### src/hdl/active_note_table_defines.svh
// Assertion macros for the active note table.
// Included by the modules that carry concurrent checks; depends on nothing.
`ifndef ACTIVE_NOTE_TABLE_DEFINES_SVH
`define ACTIVE_NOTE_TABLE_DEFINES_SVH

// Check that holds in the same cycle as its trigger.
`define ANT_ASSERT_SAME(label, clk, rstn, ante, cons, msg) \
    label: assert property (@(posedge clk) disable iff (!rstn) (ante) |-> (cons)) \
        else $error(msg);

// Check that holds in the cycle after its trigger.
`define ANT_ASSERT_NEXT(label, clk, rstn, ante, cons, msg) \
    label: assert property (@(posedge clk) disable iff (!rstn) (ante) |=> (cons)) \
        else $error(msg);

`endif

### src/hdl/ant_pkg.sv
// Shared types, field widths and request codes of the active note table.
// No dependencies; imported by the controller, output stage and top level.
package ant_pkg;

    localparam int IN_DATA_W      = 24;
    localparam int OUT_DATA_W     = 16;
    localparam int REQ_W          = 3;
    localparam int OWNER_FIELD_W  = 8;
    localparam int STREAM_FIELD_W = 4;
    localparam int CHAN_W         = 4;
    localparam int NOTE_W         = 7;

    localparam logic [REQ_W-1:0] REQ_ACTIVATE   = 3'd0;
    localparam logic [REQ_W-1:0] REQ_DEACTIVATE = 3'd1;
    localparam logic [REQ_W-1:0] REQ_OWNS       = 3'd2;
    localparam logic [REQ_W-1:0] REQ_REL_OWNER  = 3'd3;
    localparam logic [REQ_W-1:0] REQ_REL_STREAM = 3'd4;
    localparam logic [REQ_W-1:0] REQ_REL_ALL    = 3'd5;

    typedef struct packed {
        logic [REQ_W-1:0]          req_type;
        logic [OWNER_FIELD_W-1:0]  owner_id;
        logic [STREAM_FIELD_W-1:0] stream_id;
        logic [CHAN_W-1:0]         midi_channel;
        logic [NOTE_W-1:0]         note_number;
    } ant_req_t;

    typedef struct packed {
        logic              ok;
        logic              send_event;
        logic              released_valid;
        logic [CHAN_W-1:0] released_channel;
        logic [NOTE_W-1:0] released_note;
        logic              last;
    } ant_res_t;

    function automatic ant_res_t mk_res(input logic ok, input logic send,
                                        input logic rv, input logic [CHAN_W-1:0] ch,
                                        input logic [NOTE_W-1:0] nt, input logic last);
        ant_res_t r;
        r.ok               = ok;
        r.send_event       = send;
        r.released_valid   = rv;
        r.released_channel = ch;
        r.released_note    = nt;
        r.last             = last;
        return r;
    endfunction

endpackage

### src/hdl/ant_ram.sv
// Generic single-write, single-read RAM with registered read data.
// No dependencies; holds the slot entries of the active note table.
module ant_ram #(
    parameter int WIDTH = 8,
    parameter int DEPTH = 16
) (
    input  logic                                         aclk,
    input  logic                                         we,
    input  logic [((DEPTH > 1) ? $clog2(DEPTH) : 1)-1:0] waddr,
    input  logic [WIDTH-1:0]                             wdata,
    input  logic                                         re,
    input  logic [((DEPTH > 1) ? $clog2(DEPTH) : 1)-1:0] raddr,
    output logic [WIDTH-1:0]                             rdata
);

    logic [WIDTH-1:0] mem_reg [DEPTH];
    logic [WIDTH-1:0] rdata_reg;

    always_ff @(posedge aclk) begin
        if (we) begin
            mem_reg[waddr] <= wdata;
        end
        if (re) begin
            rdata_reg <= mem_reg[raddr];
        end
    end

    assign rdata = rdata_reg;

endmodule

### src/hdl/ant_ctrl.sv
// Request sequencer of the active note table: slot RAM, valid bits and scans.
// Depends on ant_pkg, ant_ram and active_note_table_defines.svh.
`include "active_note_table_defines.svh"

module ant_ctrl
    import ant_pkg::*;
#(
    parameter int SLOTS       = 16,
    parameter int OWNER_BITS  = 8,
    parameter int STREAM_BITS = 4
) (
    input  logic     aclk,
    input  logic     aresetn,
    input  logic     in_valid,
    output logic     in_ready,
    input  ant_req_t req,
    input  logic     out_rdy,
    output logic     push,
    output ant_res_t res
);

    localparam int SLOT_W = (SLOTS > 1) ? $clog2(SLOTS) : 1;
    localparam int CNT_W  = $clog2(SLOTS + 1);
    localparam int OWN_W  = (OWNER_BITS < OWNER_FIELD_W) ? OWNER_BITS : OWNER_FIELD_W;
    localparam int STR_W  = (STREAM_BITS < STREAM_FIELD_W) ? STREAM_BITS : STREAM_FIELD_W;
    localparam int ENT_W  = OWN_W + STR_W + CHAN_W + NOTE_W;
    localparam logic [CNT_W-1:0] CNT_END = CNT_W'(SLOTS);

    localparam logic [2:0] ST_IDLE   = 3'd0;
    localparam logic [2:0] ST_SCAN   = 3'd1;
    localparam logic [2:0] ST_FINISH = 3'd2;
    localparam logic [2:0] ST_CAND   = 3'd3;
    localparam logic [2:0] ST_CLATCH = 3'd4;
    localparam logic [2:0] ST_INNER  = 3'd5;
    localparam logic [2:0] ST_DECIDE = 3'd6;
    localparam logic [2:0] ST_RESP   = 3'd7;

    // control state
    logic [2:0]        state_reg, state_next;
    logic [SLOTS-1:0]  valid_reg, valid_next;
    logic [CNT_W-1:0]  cnt_reg, cnt_next;
    logic              pipe_vld_reg, pipe_vld_next;
    logic              found_reg, found_next;
    logic              free_found_reg, free_found_next;
    logic [1:0]        pitch_cnt_reg, pitch_cnt_next;
    logic              pend_reg, pend_next;
    logic              conflict_reg, conflict_next;
    logic [CNT_W-1:0]  cand_reg, cand_next;
    logic [SLOTS-1:0]  freed_reg, freed_next;

    // payload
    logic [SLOT_W-1:0] pipe_idx_reg, pipe_idx_next;
    logic [SLOT_W-1:0] match_idx_reg, match_idx_next;
    logic [SLOT_W-1:0] free_idx_reg, free_idx_next;
    logic [REQ_W-1:0]  typ_reg, typ_next;
    logic [OWN_W-1:0]  own_reg, own_next;
    logic [STR_W-1:0]  str_reg, str_next;
    logic [CHAN_W-1:0] ch_reg, ch_next;
    logic [NOTE_W-1:0] nt_reg, nt_next;
    logic [CHAN_W-1:0] cand_ch_reg, cand_ch_next;
    logic [NOTE_W-1:0] cand_nt_reg, cand_nt_next;
    logic [CHAN_W-1:0] pend_ch_reg, pend_ch_next;
    logic [NOTE_W-1:0] pend_nt_reg, pend_nt_next;
    ant_res_t          res_reg, res_next;

    // RAM side
    logic              ram_we;
    logic              rd_en;
    logic [SLOT_W-1:0] rd_addr;
    logic [ENT_W-1:0]  rd_data;
    logic [OWN_W-1:0]  e_own;
    logic [STR_W-1:0]  e_str;
    logic [CHAN_W-1:0] e_ch;
    logic [NOTE_W-1:0] e_nt;

    logic              is_rel;
    logic              scanning;
    logic              scan_done;
    logic              pv;
    logic              exact_eq;
    logic              pitch_eq;
    logic              cand_eq;
    logic              rel_hit;
    logic              freed_before;
    logic [SLOT_W-1:0] cand_idx;

    ant_ram #(
        .WIDTH(ENT_W),
        .DEPTH(SLOTS)
    ) u_ram (
        .aclk  (aclk),
        .we    (ram_we),
        .waddr (free_idx_reg),
        .wdata ({nt_reg, ch_reg, str_reg, own_reg}),
        .re    (rd_en),
        .raddr (rd_addr),
        .rdata (rd_data)
    );

    assign e_own = rd_data[OWN_W-1:0];
    assign e_str = rd_data[OWN_W +: STR_W];
    assign e_ch  = rd_data[OWN_W + STR_W +: CHAN_W];
    assign e_nt  = rd_data[OWN_W + STR_W + CHAN_W +: NOTE_W];

    assign is_rel    = (typ_reg == REQ_REL_OWNER) || (typ_reg == REQ_REL_STREAM) ||
                       (typ_reg == REQ_REL_ALL);
    assign scanning  = (state_reg == ST_SCAN) || (state_reg == ST_INNER);
    assign scan_done = (cnt_reg == CNT_END) && !pipe_vld_reg;
    assign cand_idx  = cand_reg[SLOT_W-1:0];

    // Reads come from the scan counter, or from the candidate pointer while probing.
    always_comb begin
        rd_addr = cnt_reg[SLOT_W-1:0];
        rd_en   = scanning && (cnt_reg != CNT_END);
        if (state_reg == ST_CAND) begin
            rd_addr = cand_idx;
            rd_en   = (cand_reg != CNT_END) && freed_reg[cand_idx];
        end
    end

    // Compare the entry coming out of the RAM; unwritten entries stay gated by pv.
    assign pv           = valid_reg[pipe_idx_reg];
    assign pitch_eq     = pv && (e_ch == ch_reg) && (e_nt == nt_reg);
    assign exact_eq     = pitch_eq && (e_own == own_reg) && (e_str == str_reg);
    assign rel_hit      = pv && ((typ_reg == REQ_REL_ALL) ||
                                 ((typ_reg == REQ_REL_OWNER) && (e_own == own_reg)) ||
                                 ((typ_reg == REQ_REL_STREAM) && (e_str == str_reg)));
    assign freed_before = freed_reg[pipe_idx_reg] && (CNT_W'(pipe_idx_reg) < cand_reg);
    assign cand_eq      = (pv || freed_before) && (e_ch == cand_ch_reg) &&
                          (e_nt == cand_nt_reg);

    always_comb begin
        state_next      = state_reg;
        valid_next      = valid_reg;
        cnt_next        = cnt_reg;
        pipe_vld_next   = 1'b0;
        pipe_idx_next   = pipe_idx_reg;
        found_next      = found_reg;
        free_found_next = free_found_reg;
        pitch_cnt_next  = pitch_cnt_reg;
        pend_next       = pend_reg;
        conflict_next   = conflict_reg;
        cand_next       = cand_reg;
        freed_next      = freed_reg;
        match_idx_next  = match_idx_reg;
        free_idx_next   = free_idx_reg;
        typ_next        = typ_reg;
        own_next        = own_reg;
        str_next        = str_reg;
        ch_next         = ch_reg;
        nt_next         = nt_reg;
        cand_ch_next    = cand_ch_reg;
        cand_nt_next    = cand_nt_reg;
        pend_ch_next    = pend_ch_reg;
        pend_nt_next    = pend_nt_reg;
        res_next        = res_reg;
        ram_we          = 1'b0;
        push            = 1'b0;
        in_ready        = (state_reg == ST_IDLE);

        // shared streaming scan: one read issued per cycle, compared in the following cycle
        if (scanning) begin
            pipe_vld_next = (cnt_reg != CNT_END);
            pipe_idx_next = cnt_reg[SLOT_W-1:0];
            if (cnt_reg != CNT_END) begin
                cnt_next = cnt_reg + CNT_W'(1);
            end
        end

        case (state_reg)
            ST_IDLE: begin
                if (in_valid) begin
                    typ_next        = req.req_type;
                    own_next        = req.owner_id[OWN_W-1:0];
                    str_next        = req.stream_id[STR_W-1:0];
                    ch_next         = req.midi_channel;
                    nt_next         = req.note_number;
                    found_next      = 1'b0;
                    free_found_next = 1'b0;
                    pitch_cnt_next  = 2'd0;
                    pend_next       = 1'b0;
                    freed_next      = '0;
                    cnt_next        = '0;
                    if (req.req_type <= REQ_REL_ALL) begin
                        state_next = ST_SCAN;
                    end else begin
                        res_next   = mk_res(1'b0, 1'b0, 1'b0, '0, '0, 1'b1);
                        state_next = ST_RESP;
                    end
                end
            end
            ST_SCAN: begin
                if (pipe_vld_reg) begin
                    if (is_rel) begin
                        if (rel_hit) begin
                            valid_next[pipe_idx_reg] = 1'b0;
                            freed_next[pipe_idx_reg] = 1'b1;
                        end
                    end else begin
                        if (exact_eq && !found_reg) begin
                            found_next     = 1'b1;
                            match_idx_next = pipe_idx_reg;
                        end
                        if (pitch_eq && (pitch_cnt_reg != 2'd2)) begin
                            pitch_cnt_next = pitch_cnt_reg + 2'd1;
                        end
                        if (!pv && !free_found_reg) begin
                            free_found_next = 1'b1;
                            free_idx_next   = pipe_idx_reg;
                        end
                    end
                end
                if (scan_done) begin
                    state_next = ST_FINISH;
                end
            end
            ST_FINISH: begin
                res_next   = mk_res(1'b0, 1'b0, 1'b0, '0, '0, 1'b1);
                state_next = ST_RESP;
                case (typ_reg)
                    REQ_ACTIVATE: begin
                        if (found_reg) begin
                            res_next.ok = 1'b1;
                        end else if (free_found_reg) begin
                            ram_we                   = 1'b1;
                            valid_next[free_idx_reg] = 1'b1;
                            res_next.ok              = 1'b1;
                            res_next.send_event      = (pitch_cnt_reg == 2'd0);
                        end
                    end
                    REQ_DEACTIVATE: begin
                        if (found_reg) begin
                            valid_next[match_idx_reg] = 1'b0;
                            res_next.ok               = 1'b1;
                            res_next.send_event       = (pitch_cnt_reg == 2'd1);
                        end
                    end
                    REQ_OWNS: begin
                        res_next.ok = found_reg;
                    end
                    default: begin
                        cand_next  = '0;
                        state_next = ST_CAND;
                    end
                endcase
            end
            ST_CAND: begin
                if (cand_reg == CNT_END) begin
                    if (pend_reg) begin
                        res_next  = mk_res(1'b1, 1'b1, 1'b1, pend_ch_reg, pend_nt_reg, 1'b1);
                        pend_next = 1'b0;
                    end else begin
                        res_next  = mk_res(|freed_reg, 1'b0, 1'b0, '0, '0, 1'b1);
                    end
                    state_next = ST_RESP;
                end else if (freed_reg[cand_idx]) begin
                    state_next = ST_CLATCH;
                end else begin
                    cand_next = cand_reg + CNT_W'(1);
                end
            end
            ST_CLATCH: begin
                cand_ch_next  = e_ch;
                cand_nt_next  = e_nt;
                conflict_next = 1'b0;
                cnt_next      = '0;
                state_next    = ST_INNER;
            end
            ST_INNER: begin
                if (pipe_vld_reg && cand_eq) begin
                    conflict_next = 1'b1;
                end
                if (scan_done) begin
                    state_next = ST_DECIDE;
                end
            end
            ST_DECIDE: begin
                cand_next  = cand_reg + CNT_W'(1);
                state_next = ST_CAND;
                if (!conflict_reg) begin
                    // hold the new pitch until the next one shows whether it is last
                    pend_next    = 1'b1;
                    pend_ch_next = cand_ch_reg;
                    pend_nt_next = cand_nt_reg;
                    if (pend_reg) begin
                        res_next   = mk_res(1'b1, 1'b1, 1'b1, pend_ch_reg, pend_nt_reg, 1'b0);
                        state_next = ST_RESP;
                    end
                end
            end
            ST_RESP: begin
                if (out_rdy) begin
                    push       = 1'b1;
                    state_next = res_reg.last ? ST_IDLE : ST_CAND;
                end
            end
            default: begin
                state_next = ST_IDLE;
            end
        endcase
    end

    always_ff @(posedge aclk) begin
        if (!aresetn) begin
            state_reg      <= ST_IDLE;
            valid_reg      <= '0;
            cnt_reg        <= '0;
            pipe_vld_reg   <= 1'b0;
            found_reg      <= 1'b0;
            free_found_reg <= 1'b0;
            pitch_cnt_reg  <= 2'd0;
            pend_reg       <= 1'b0;
            conflict_reg   <= 1'b0;
            cand_reg       <= '0;
            freed_reg      <= '0;
        end else begin
            state_reg      <= state_next;
            valid_reg      <= valid_next;
            cnt_reg        <= cnt_next;
            pipe_vld_reg   <= pipe_vld_next;
            found_reg      <= found_next;
            free_found_reg <= free_found_next;
            pitch_cnt_reg  <= pitch_cnt_next;
            pend_reg       <= pend_next;
            conflict_reg   <= conflict_next;
            cand_reg       <= cand_next;
            freed_reg      <= freed_next;
        end
    end

    always_ff @(posedge aclk) begin
        pipe_idx_reg  <= pipe_idx_next;
        match_idx_reg <= match_idx_next;
        free_idx_reg  <= free_idx_next;
        typ_reg       <= typ_next;
        own_reg       <= own_next;
        str_reg       <= str_next;
        ch_reg        <= ch_next;
        nt_reg        <= nt_next;
        cand_ch_reg   <= cand_ch_next;
        cand_nt_reg   <= cand_nt_next;
        pend_ch_reg   <= pend_ch_next;
        pend_nt_reg   <= pend_nt_next;
        res_reg       <= res_next;
    end

    assign res = res_reg;

    `ANT_ASSERT_SAME(a_push_room, aclk, aresetn, push, out_rdy, "push into a full output register")
    `ANT_ASSERT_NEXT(a_last_idle, aclk, aresetn, push && res.last, state_reg == ST_IDLE, "no return to idle after last result")
    `ANT_ASSERT_NEXT(a_last_flush, aclk, aresetn, push && res.last, !pend_reg, "pitch left pending after last result")
    `ANT_ASSERT_SAME(a_freed_clear, aclk, aresetn, (state_reg != ST_IDLE) && is_rel, (valid_reg & freed_reg) == '0, "freed slot still marked valid")
    `ANT_ASSERT_SAME(a_fill_free, aclk, aresetn, ram_we, !valid_reg[free_idx_reg], "activate overwrites a valid slot")

endmodule

### src/hdl/ant_out.sv
// Output register of the active note table: holds one result for the stream master.
// Depends on ant_pkg.
module ant_out
    import ant_pkg::*;
(
    input  logic                  aclk,
    input  logic                  aresetn,
    input  logic                  push,
    input  ant_res_t              res,
    output logic                  out_rdy,
    output logic                  m_tvalid,
    input  logic                  m_tready,
    output logic [OUT_DATA_W-1:0] m_tdata,
    output logic                  m_tuser,
    output logic                  m_tlast
);

    logic     vld_reg, vld_next;
    ant_res_t res_reg;

    assign out_rdy  = !vld_reg || m_tready;
    assign vld_next = push ? 1'b1 : (m_tready ? 1'b0 : vld_reg);

    always_ff @(posedge aclk) begin
        if (!aresetn) begin
            vld_reg <= 1'b0;
        end else begin
            vld_reg <= vld_next;
        end
    end

    always_ff @(posedge aclk) begin
        if (push) begin
            res_reg <= res;
        end
    end

    assign m_tvalid = vld_reg;
    assign m_tdata  = {(OUT_DATA_W - 2 - CHAN_W - NOTE_W)'(0), res_reg.released_note,
                       res_reg.released_channel, res_reg.send_event, res_reg.ok};
    assign m_tuser  = res_reg.released_valid;
    assign m_tlast  = res_reg.last;

endmodule

### src/hdl/active_note_table.sv
// Activate, deactivate and owns scan every slot through the RAM, then register one result.
// Release: a scan clears matching slots, a probe walks the slots, and each freed slot gets
// a full rescan to check its pitch before its result is sent; the single RAM read port
// serializes these steps. Throughput: one request at a time; the next is taken once the
// last result is registered.
// Reset: synchronous, active low; clears all valid marks, slot RAM contents are not cleared.
module active_note_table
    import ant_pkg::*;
#(
    parameter int SLOTS       = 16,
    parameter int OWNER_BITS  = 8,
    parameter int STREAM_BITS = 4
) (
    input  logic                  aclk,
    input  logic                  aresetn,
    // request stream
    input  logic                  s_tvalid,
    output logic                  s_tready,
    input  logic [IN_DATA_W-1:0]  s_tdata,   // owner_id[7:0], stream_id[11:8],
                                             // midi_channel[15:12], note_number[22:16]
    input  logic [REQ_W-1:0]      s_tuser,   // req_type[2:0]
    // result stream
    output logic                  m_tvalid,
    input  logic                  m_tready,
    output logic [OUT_DATA_W-1:0] m_tdata,   // ok[0], send_event[1],
                                             // released_channel[5:2], released_note[12:6]
    output logic                  m_tuser,   // released_valid[0]
    output logic                  m_tlast    // last result of this request
);

    ant_req_t req;
    ant_res_t res;
    logic     push;
    logic     out_rdy;

    // Unpack the request transaction into its fields.
    assign req.req_type     = s_tuser;
    assign req.owner_id     = s_tdata[OWNER_FIELD_W-1:0];
    assign req.stream_id    = s_tdata[OWNER_FIELD_W +: STREAM_FIELD_W];
    assign req.midi_channel = s_tdata[OWNER_FIELD_W + STREAM_FIELD_W +: CHAN_W];
    assign req.note_number  = s_tdata[OWNER_FIELD_W + STREAM_FIELD_W + CHAN_W +: NOTE_W];

    // Sequencer: walks the slot RAM, updates valid marks, builds each result.
    ant_ctrl #(
        .SLOTS       (SLOTS),
        .OWNER_BITS  (OWNER_BITS),
        .STREAM_BITS (STREAM_BITS)
    ) u_ctrl (
        .aclk     (aclk),
        .aresetn  (aresetn),
        .in_valid (s_tvalid),
        .in_ready (s_tready),
        .req      (req),
        .out_rdy  (out_rdy),
        .push     (push),
        .res      (res)
    );

    // Output register: hold a result until the downstream takes the transaction.
    ant_out u_out (
        .aclk     (aclk),
        .aresetn  (aresetn),
        .push     (push),
        .res      (res),
        .out_rdy  (out_rdy),
        .m_tvalid (m_tvalid),
        .m_tready (m_tready),
        .m_tdata  (m_tdata),
        .m_tuser  (m_tuser),
        .m_tlast  (m_tlast)
    );

endmodule

### config.mk
export PLATFORM = sky130hd
export DESIGN_NAME = active_note_table
export DESIGN_NICKNAME = d
export VERILOG_FILES = /design/src/hdl/ant_pkg.sv /design/src/hdl/ant_ram.sv /design/src/hdl/ant_ctrl.sv /design/src/hdl/ant_out.sv /design/src/hdl/active_note_table.sv
export VERILOG_INCLUDE_DIRS = /design/src /design/src/hdl
export SDC_FILE = /design/constraint.sdc
export NUM_CORES = 1
export LEC_CHECK = 0
export ABC_AREA = 1
export BUFFER_PORTS_ARGS = -buffer_cell sky130_fd_sc_hd__buf_4
export CORE_MARGIN = 1
export CORE_UTILIZATION = 55
export CTS_BUF_LIST = sky130_fd_sc_hd__clkbuf_4 sky130_fd_sc_hd__clkbuf_8
export CTS_CLUSTER_SIZE = 25
export DETAILED_ROUTE_END_ITERATION = 8
export PLACE_DENSITY_LB_ADDON = 0.12
export SLEW_MARGIN = 15
export SYNTH_ARGS = -nofsm -noshare
export SYNTH_HDL_FRONTEND = slang
export SYNTH_HIERARCHICAL = 1
export SYNTH_SLANG_ARGS = --single-unit
### constraint.sdc
create_clock -name aclk -period 6.34 [get_ports aclk]
set_clock_uncertainty 0.2 [all_clocks]
set_input_delay 1.268 -clock aclk [delete_from_list [all_inputs] [get_ports aclk]]
set_output_delay 1.268 -clock aclk [all_outputs]
set_load 0.02 [all_outputs]
==> results of run 1 <==
-- final cells by class --
cell class | count | share of cell area, %
Clock buffer | 117 | 5.48
Clock inverter | 31 | 0.852
Inverter | 412 | 5.89
Multi-Input combinational cell | 1383 | 24.3
Sequential cell | 534 | 59.0
Tap cell | 577 | 2.74
Timing Repair Buffer | 61 | 1.74
-- synthesized netlist by cell type (2+ instances only) --
cell type | n | area share (%)
a211oi_1 | 2 | 0.063
a21oi_1 | 58 | 1.2
a31oi_1 | 12 | 0.31
buf_1 | 11 | 0.17
buf_2 | 44 | 0.92
buf_4 | 5 | 0.16
buf_6 | 22 | 1.0
clkbuf_1 | 15 | 0.24
dfxtp_1 | 53 | 4.4
edfxtp_1 | 481 | 60
ha_1 | 10 | 0.52
inv_1 | 398 | 6.3
inv_2 | 12 | 0.19
nand2_1 | 682 | 11
nand2_2 | 7 | 0.18
nand2_4 | 3 | 0.14
nand3_1 | 332 | 7.0
nand3b_1 | 2 | 0.063
nand4_1 | 13 | 0.34
nor2_1 | 145 | 2.3
nor3_1 | 18 | 0.38
nor4_1 | 9 | 0.24
o211ai_1 | 3 | 0.094
o21ai_0 | 36 | 0.75
o22ai_1 | 4 | 0.10
o31ai_1 | 8 | 0.25
xnor2_1 | 18 | 0.66
xor2_1 | 5 | 0.18
-- critical path, cell delays in order, from the launching register on --
cell and delay, ns:
dfxtp_1 0.56, nand3_2 0.46, o21ai_4 0.33, buf_4 0.89, buf_4 0.90, nand2_1 0.14, nand3_1 0.12, nand3_1 0.10
nand3_1 0.11, nand2_1 0.08
-- layer usage --
layer	routed length [µm]	vias to the layer above	GRT usage (%)
met1	24300	7958	34.4
met4	1780	0	10.2
met5	0	-	0
met2	27600	585	44.4
met3	3620	126	4.56
li1	-	8007	-
-- where the power goes --
group	internal, mW	switching (mW)
clock	1.59	1.30
sequential	4.29	0.335
combinational	0.638	1.52
total	6.52	3.15
-- kinds of logic after synthesis --
kind of cell / after synthesis
AND/OR/NAND/NOR: 1215
AO/OA/AOI/OAI: 132
XOR/XNOR: 23
buffers and inverters: 510
flip-flops: 534
other: 1
adder cells (fa/ha/maj): 10
-- how the worst max path moves through the flow --
stage                                      from                              end  slack (ns)
3_3_place_gp   u_ctrl/state_reg[0]$_SDFFE_PN0P_  u_ctrl/u_ram/rdata[9]$_DFFE_PP_        2.20
4_1_cts        u_ctrl/state_reg[0]$_SDFFE_PN0P_  u_ctrl/u_ram/rdata[1]$_DFFE_PP_        2.16
5_1_grt        u_ctrl/state_reg[0]$_SDFFE_PN0P_  u_ctrl/u_ram/rdata[7]$_DFFE_PP_        1.85
2_1_floorplan                          s_tvalid          u_ctrl/res[0]$_DFFE_PP_        1.74
6_report       u_ctrl/state_reg[0]$_SDFFE_PN0P_  u_ctrl/u_ram/rdata[7]$_DFFE_PP_        2.07
3_5_place_dp   u_ctrl/state_reg[0]$_SDFFE_PN0P_  u_ctrl/u_ram/rdata[7]$_DFFE_PP_        2.15
-- through the flow --
step	area [µm²]	setup slack (ns)	util, %	hold WS (ns)
3_5_place_dp	24600	2.15	58.1	0.205
2_1_floorplan	23900	1.74	-	0.200
4_1_cts	26300	2.16	62.0	0.216
5_1_grt	26300	1.85	62.0	0.227
3_3_place_gp	24600	2.20	58.1	0.200
6_report	26300	2.07	62.0	0.217
==> results.sh, run 1 <==
export IMPL_status="completed"
export IMPL_dp_cells=2967
export IMPL_wl_per_cell_um=18.4
export IMPL_p_leak_nw=10.9
export IMPL_vias=16700
export IMPL_ys_seq_elements=534
export IMPL_power_density_nw_per_um2=368
export IMPL_final_cell_count_no_fill=3115
export IMPL_routabilityCongestion=0.912
export IMPL_grt_pass1_wl_mm=88.3
export IMPL_cts_sink_count=534
export IMPL_slew_headroom_pct=20.8
export IMPL_cts_hold_buf=0
export IMPL_cts_buffer_depth=3
export IMPL_routed_wl_mm=57.3
export IMPL_mostFrequentLayoutCells="682 x nand2_1, 481 x edfxtp_1, 397 x inv_1, 332 x nand3_1, 128 x nor2_1"
export IMPL_synth_async_reset_ratio_pct=0
export IMPL_grt_max_degree=102
export IMPL_hp_start="u_ctrl/res[11]$_DFFE_PP_"
export IMPL_numCtsBuffers=87
export IMPL_dp_hpwl_mm=32.0
export IMPL_chipHeight_um=210
export IMPL_synth_top_family_by_area="simple AND/OR/NAND/NOR gates"
export IMPL_antenna_cells=0
export IMPL_seq_area_um2=15500
export IMPL_synth_mux_area_share_pct=0
export IMPL_post_cts_resized=0
export IMPL_netlist_instances=2425
export IMPL_synth_distinct_cells=45
export IMPL_synth_compound_area_share_pct=3.20
export IMPL_synthAdderAreaFrac_pct=0.524
export IMPL_gr_total_overflow=0
export IMPL_dr_pass1_iters=6
export IMPL_finalSetupViolations=0
export IMPL_hp_class="register to register"
export IMPL_power_mw=9.67
export IMPL_synth_xor_xnor_area_share_pct=0.843
export IMPL_maxCapViolations=0
export IMPL_synth_edf_count=481
export IMPL_fin_tns_setup_ns=0
export IMPL_die_w_um=210
export IMPL_core_um2=42400
export IMPL_cp_data_required_time_ns=6.54
export IMPL_rr_worst_depth=9
export IMPL_port_buffers=46
export IMPL_rrSetupSlack_ns=2.07
export IMPL_yosysWarnings=6
export IMPL_syn_to_final_growth_pct=10.1
export IMPL_rsz0062_at_grt="false"
export IMPL_crit_path_max_fanout=101
export IMPL_ir_drop_mv=0.312
export IMPL_largest_reg_flops=368
export IMPL_start_kind="register"
export IMPL_clock_latency_ns=0.65
export IMPL_fmax_ghz=0.234
export IMPL_r2r_end="u_ctrl/u_ram/rdata[7]$_DFFE_PP_"
export IMPL_final_common_cell="nand2_1"
export IMPL_seq_area_frac_synth_pct=64.9
export IMPL_period_needed_ns=4.27
export IMPL_hold_path_depth=0
export IMPL_holdPathEnd="u_out/m_tdata[5]$_DFFE_PP_"
export IMPL_syn_area_um2=23900
export IMPL_multi_input_area_um2=6400
export IMPL_drc_errors=0
export IMPL_finalHoldViolCount=0
export IMPL_drtIter0Drc=1485
export IMPL_die_area_um2=44300
export IMPL_cts_root_buffer="clkbuf_8"
export IMPL_final_period_utilization_pct=67.4
export IMPL_tightestPinTransition_ns=1.19
export IMPL_start_util_pct=56.3
export IMPL_clkTransAtPathRegs_ns=0.06
export IMPL_drive_above_1_share_pct=9.65
export IMPL_finalMaxSlewViolations=0
export IMPL_grt_pass1_vias=16000
export IMPL_nets=2520
export IMPL_antenna_found_initial=0
export IMPL_fp_row_count=75
export IMPL_critPathCaptureType="register"
export IMPL_fill_cells=3521
export IMPL_post_drt_via_cell_ratio=5.35
export IMPL_cts_tree="done"
export IMPL_cts_setup_buffers=0
export IMPL_path_class="register to register"
export IMPL_synth_simple_area_share_pct=21.4
export IMPL_avgSynthCellArea_um2=9.85
export IMPL_ys_flop_type="edfxtp_1"
export IMPL_ant_nets=0
export IMPL_cts_htree_levels=3
export IMPL_track_usage_pct=26.4
export IMPL_reg2reg_from="u_ctrl/state_reg[0]$_SDFFE_PN0P_"
export IMPL_worstPathArrival_ns=4.47
export IMPL_num_io_pins=51
(Power assumes the default switching activity.)
==> inputs of run 2 (changes only) <==
clock period = 3.85 ns   (was 6.34 ns; I/O delays follow)
==> run 2 against run 1 <==
Design area up 1.2%. Utilization up 0.77 points. Sequential power up 63%. Hold slack worse by 0.13 ns. Sequential share of layout area down 0.72 points. Register-to-register slack worse by 1.3 ns. Worst setup slack worse by 1.3 ns. Critical path depth down 1. Clock power up 66%. Global-route usage down 0.18 points. Fmax up 38%. Power up 66%. Critical endpoint unchanged.
==> results.sh, run 2 (synthesis results as in run 1) <==
export IMPL_status="completed"
export IMPL_post_cts_resized=0
export IMPL_vias=16700
export IMPL_track_usage_pct=26.2
export IMPL_ir_drop_mv=0.485
export IMPL_cts_buffer_depth=3
export IMPL_cts_tree="done"
export IMPL_drtIter0Drc=1263
export IMPL_routed_wl_mm=56.8
export IMPL_final_period_utilization_pct=80.6
export IMPL_routabilityCongestion=0.910
export IMPL_fin_ws_ns=0.746
export IMPL_grt_max_degree=185
export IMPL_num_io_pins=51
export IMPL_p_seq_share_pct=47.2
export IMPL_pwr_share_clk_pct=30.0
export IMPL_syn_to_final_growth_pct=11.5
export IMPL_crit_path_max_fanout=184
export IMPL_die_area_um2=44300
export IMPL_ant_nets=0
export IMPL_place_ws_ns=0.791
export IMPL_start_kind="register"
export IMPL_numCtsBuffers=87
export IMPL_worstPathArrival_ns=3.31
export IMPL_fp_row_count=75
export IMPL_hp_class="input port to register"
export IMPL_period_needed_ns=3.10
export IMPL_gr_total_overflow=0
export IMPL_nets=2547
export IMPL_cp_data_required_time_ns=4.06
export IMPL_slew_headroom_pct=36.4
export IMPL_slowest_delay_ns=0.69
export IMPL_grt_pass1_wl_mm=87.3
export IMPL_fill_cells=3522
export IMPL_power_density_nw_per_um2=603
export IMPL_largest_reg_flops=368
export IMPL_dr_pass1_iters=5
export IMPL_p_int_mw=10.8
export IMPL_crit_path_top_delay_cell="dfxtp_1"
export IMPL_tightestPinTransition_ns=0.955
export IMPL_p_sw_mw=5.22
export IMPL_path_cells="inv_1 -> o21ai_4 -> buf_12 -> nand2_1 -> nand3_1 -> nand3_1 -> nand3_1 -> nand2_1"
export IMPL_grt_pass1_vias=15900
export IMPL_sw_frac_of_total_pct=32.5
export IMPL_rsz0062_at_grt="false"
export IMPL_mostFrequentLayoutCells="682 x nand2_1, 481 x edfxtp_1, 397 x inv_1, 332 x nand3_1, 129 x nor2_1"
export IMPL_postLayoutCoreUtil_pct=62.8
export IMPL_antenna_cells=0
export IMPL_final_cell_count_no_fill=3149
export IMPL_wl_per_cell_um=18.0
export IMPL_start_util_pct=56.3
export IMPL_core_um2=42400
export IMPL_cts_root_buffer="clkbuf_8"
export IMPL_dp_cells=2994
export IMPL_p_leak_nw=11.1
export IMPL_drc_errors=0
export IMPL_finalSetupViolations=0
export IMPL_maxCapViolations=0
export IMPL_port_buffers=46
export IMPL_clock_latency_ns=0.67
export IMPL_dp_hpwl_mm=32.0
export IMPL_power_frac_comb_pct=22.8
export IMPL_cts_sink_count=534
export IMPL_chipHeight_um=210
export IMPL_drive_above_1_share_pct=10.7
export IMPL_critPathCaptureType="register"
export IMPL_cts_setup_buffers=0
export IMPL_finalMaxSlewViolations=0
export IMPL_critPathMostFrequentCell="nand3_1"
export IMPL_fin_tns_setup_ns=0
export IMPL_clkTransAtPathRegs_ns=0.06
export IMPL_cts_htree_levels=3
export IMPL_cts_hold_buf=0
export IMPL_finalHoldViolCount=0
export IMPL_post_drt_via_cell_ratio=5.30
export IMPL_fmax_ghz=0.322
export IMPL_path_class="register to register"
export IMPL_die_w_um=210
export IMPL_whs_ns=0.0838
export IMPL_antenna_found_initial=0
export IMPL_final_common_cell="nand2_1"
run 2: area by class of cell:
cell class | count | area (µm²) | share of cell area (%)
Tap cell | 577 | 722 | 2.71
Clock inverter | 34 | 213 | 0.799
Sequential cell | 534 | 15500 | 58.2
Multi-Input combinational cell | 1383 | 6400 | 24.0
Timing Repair Buffer | 88 | 748 | 2.81
Inverter | 412 | 1550 | 5.82
Clock buffer | 121 | 1490 | 5.60
run 2: power groups by stage:
stage / Combinational [mW] / Sequential (mW) / Clock, mW
floorplan: 2.79 / 7.50 / 0
global placement: 3.58 / 7.67 / 0
detailed placement: 3.65 / 7.69 / 0
CTS: 3.66 / 7.57 / 4.93
global route: 4.07 / 7.63 / 5.16
finish: 3.66 / 7.57 / 4.81
run 2: per-layer routing:
| metal | vias up | share of wire [%] | track usage [%] | wire length [µm] |
|---|---|---|---|---|
| li1 | 8079 | - | - | - |
| met1 | 7933 | 41 | 32.9 | 23600 |
| met2 | 529 | 49 | 44.2 | 27600 |
| met3 | 141 | 6.0 | 4.78 | 3410 |
| met4 | 0 | 3.8 | 12.4 | 2170 |
| met5 | - | 0 | 0 | 0 |
run 2: worst paths after layout:
path	start	end	slack, ns	cells after the start
min reg2reg	u_ctrl/res[6]$_DFFE_PP_	u_out/m_tdata[11]$_DFFE_PP_	0.22	0
max reg2reg	u_ctrl/cand_reg[0]$_SDFFE_PN0P_	u_ctrl/u_ram/rdata[7]$_DFFE_PP_	0.75	8
max	u_ctrl/cand_reg[0]$_SDFFE_PN0P_	u_ctrl/u_ram/rdata[7]$_DFFE_PP_	0.75	8
min	s_tdata[15]	u_ctrl/ch_reg[3]$_DFFE_PP_	0.08	1
run 2: stage by stage:
| stage | cell area, µm² | total power, mW |
|---|---|---|
| floorplan | 23900 | 10.3 |
| global placement | 24900 | 11.2 |
| detailed placement | 24900 | 11.3 |
| CTS | 26600 | 16.2 |
| global route | 26600 | 16.9 |
| finish | 26600 | 16.0 |
run 2: critical path, delay by kind of cell, from the launching register on:
kind | cells | cell delay, ns
AO/OA/AOI/OAI | 1 | 0.29
AND/OR/NAND/NOR | 5 | 0.53
buffers and inverters | 2 | 0.91
flip-flops | 1 | 0.69
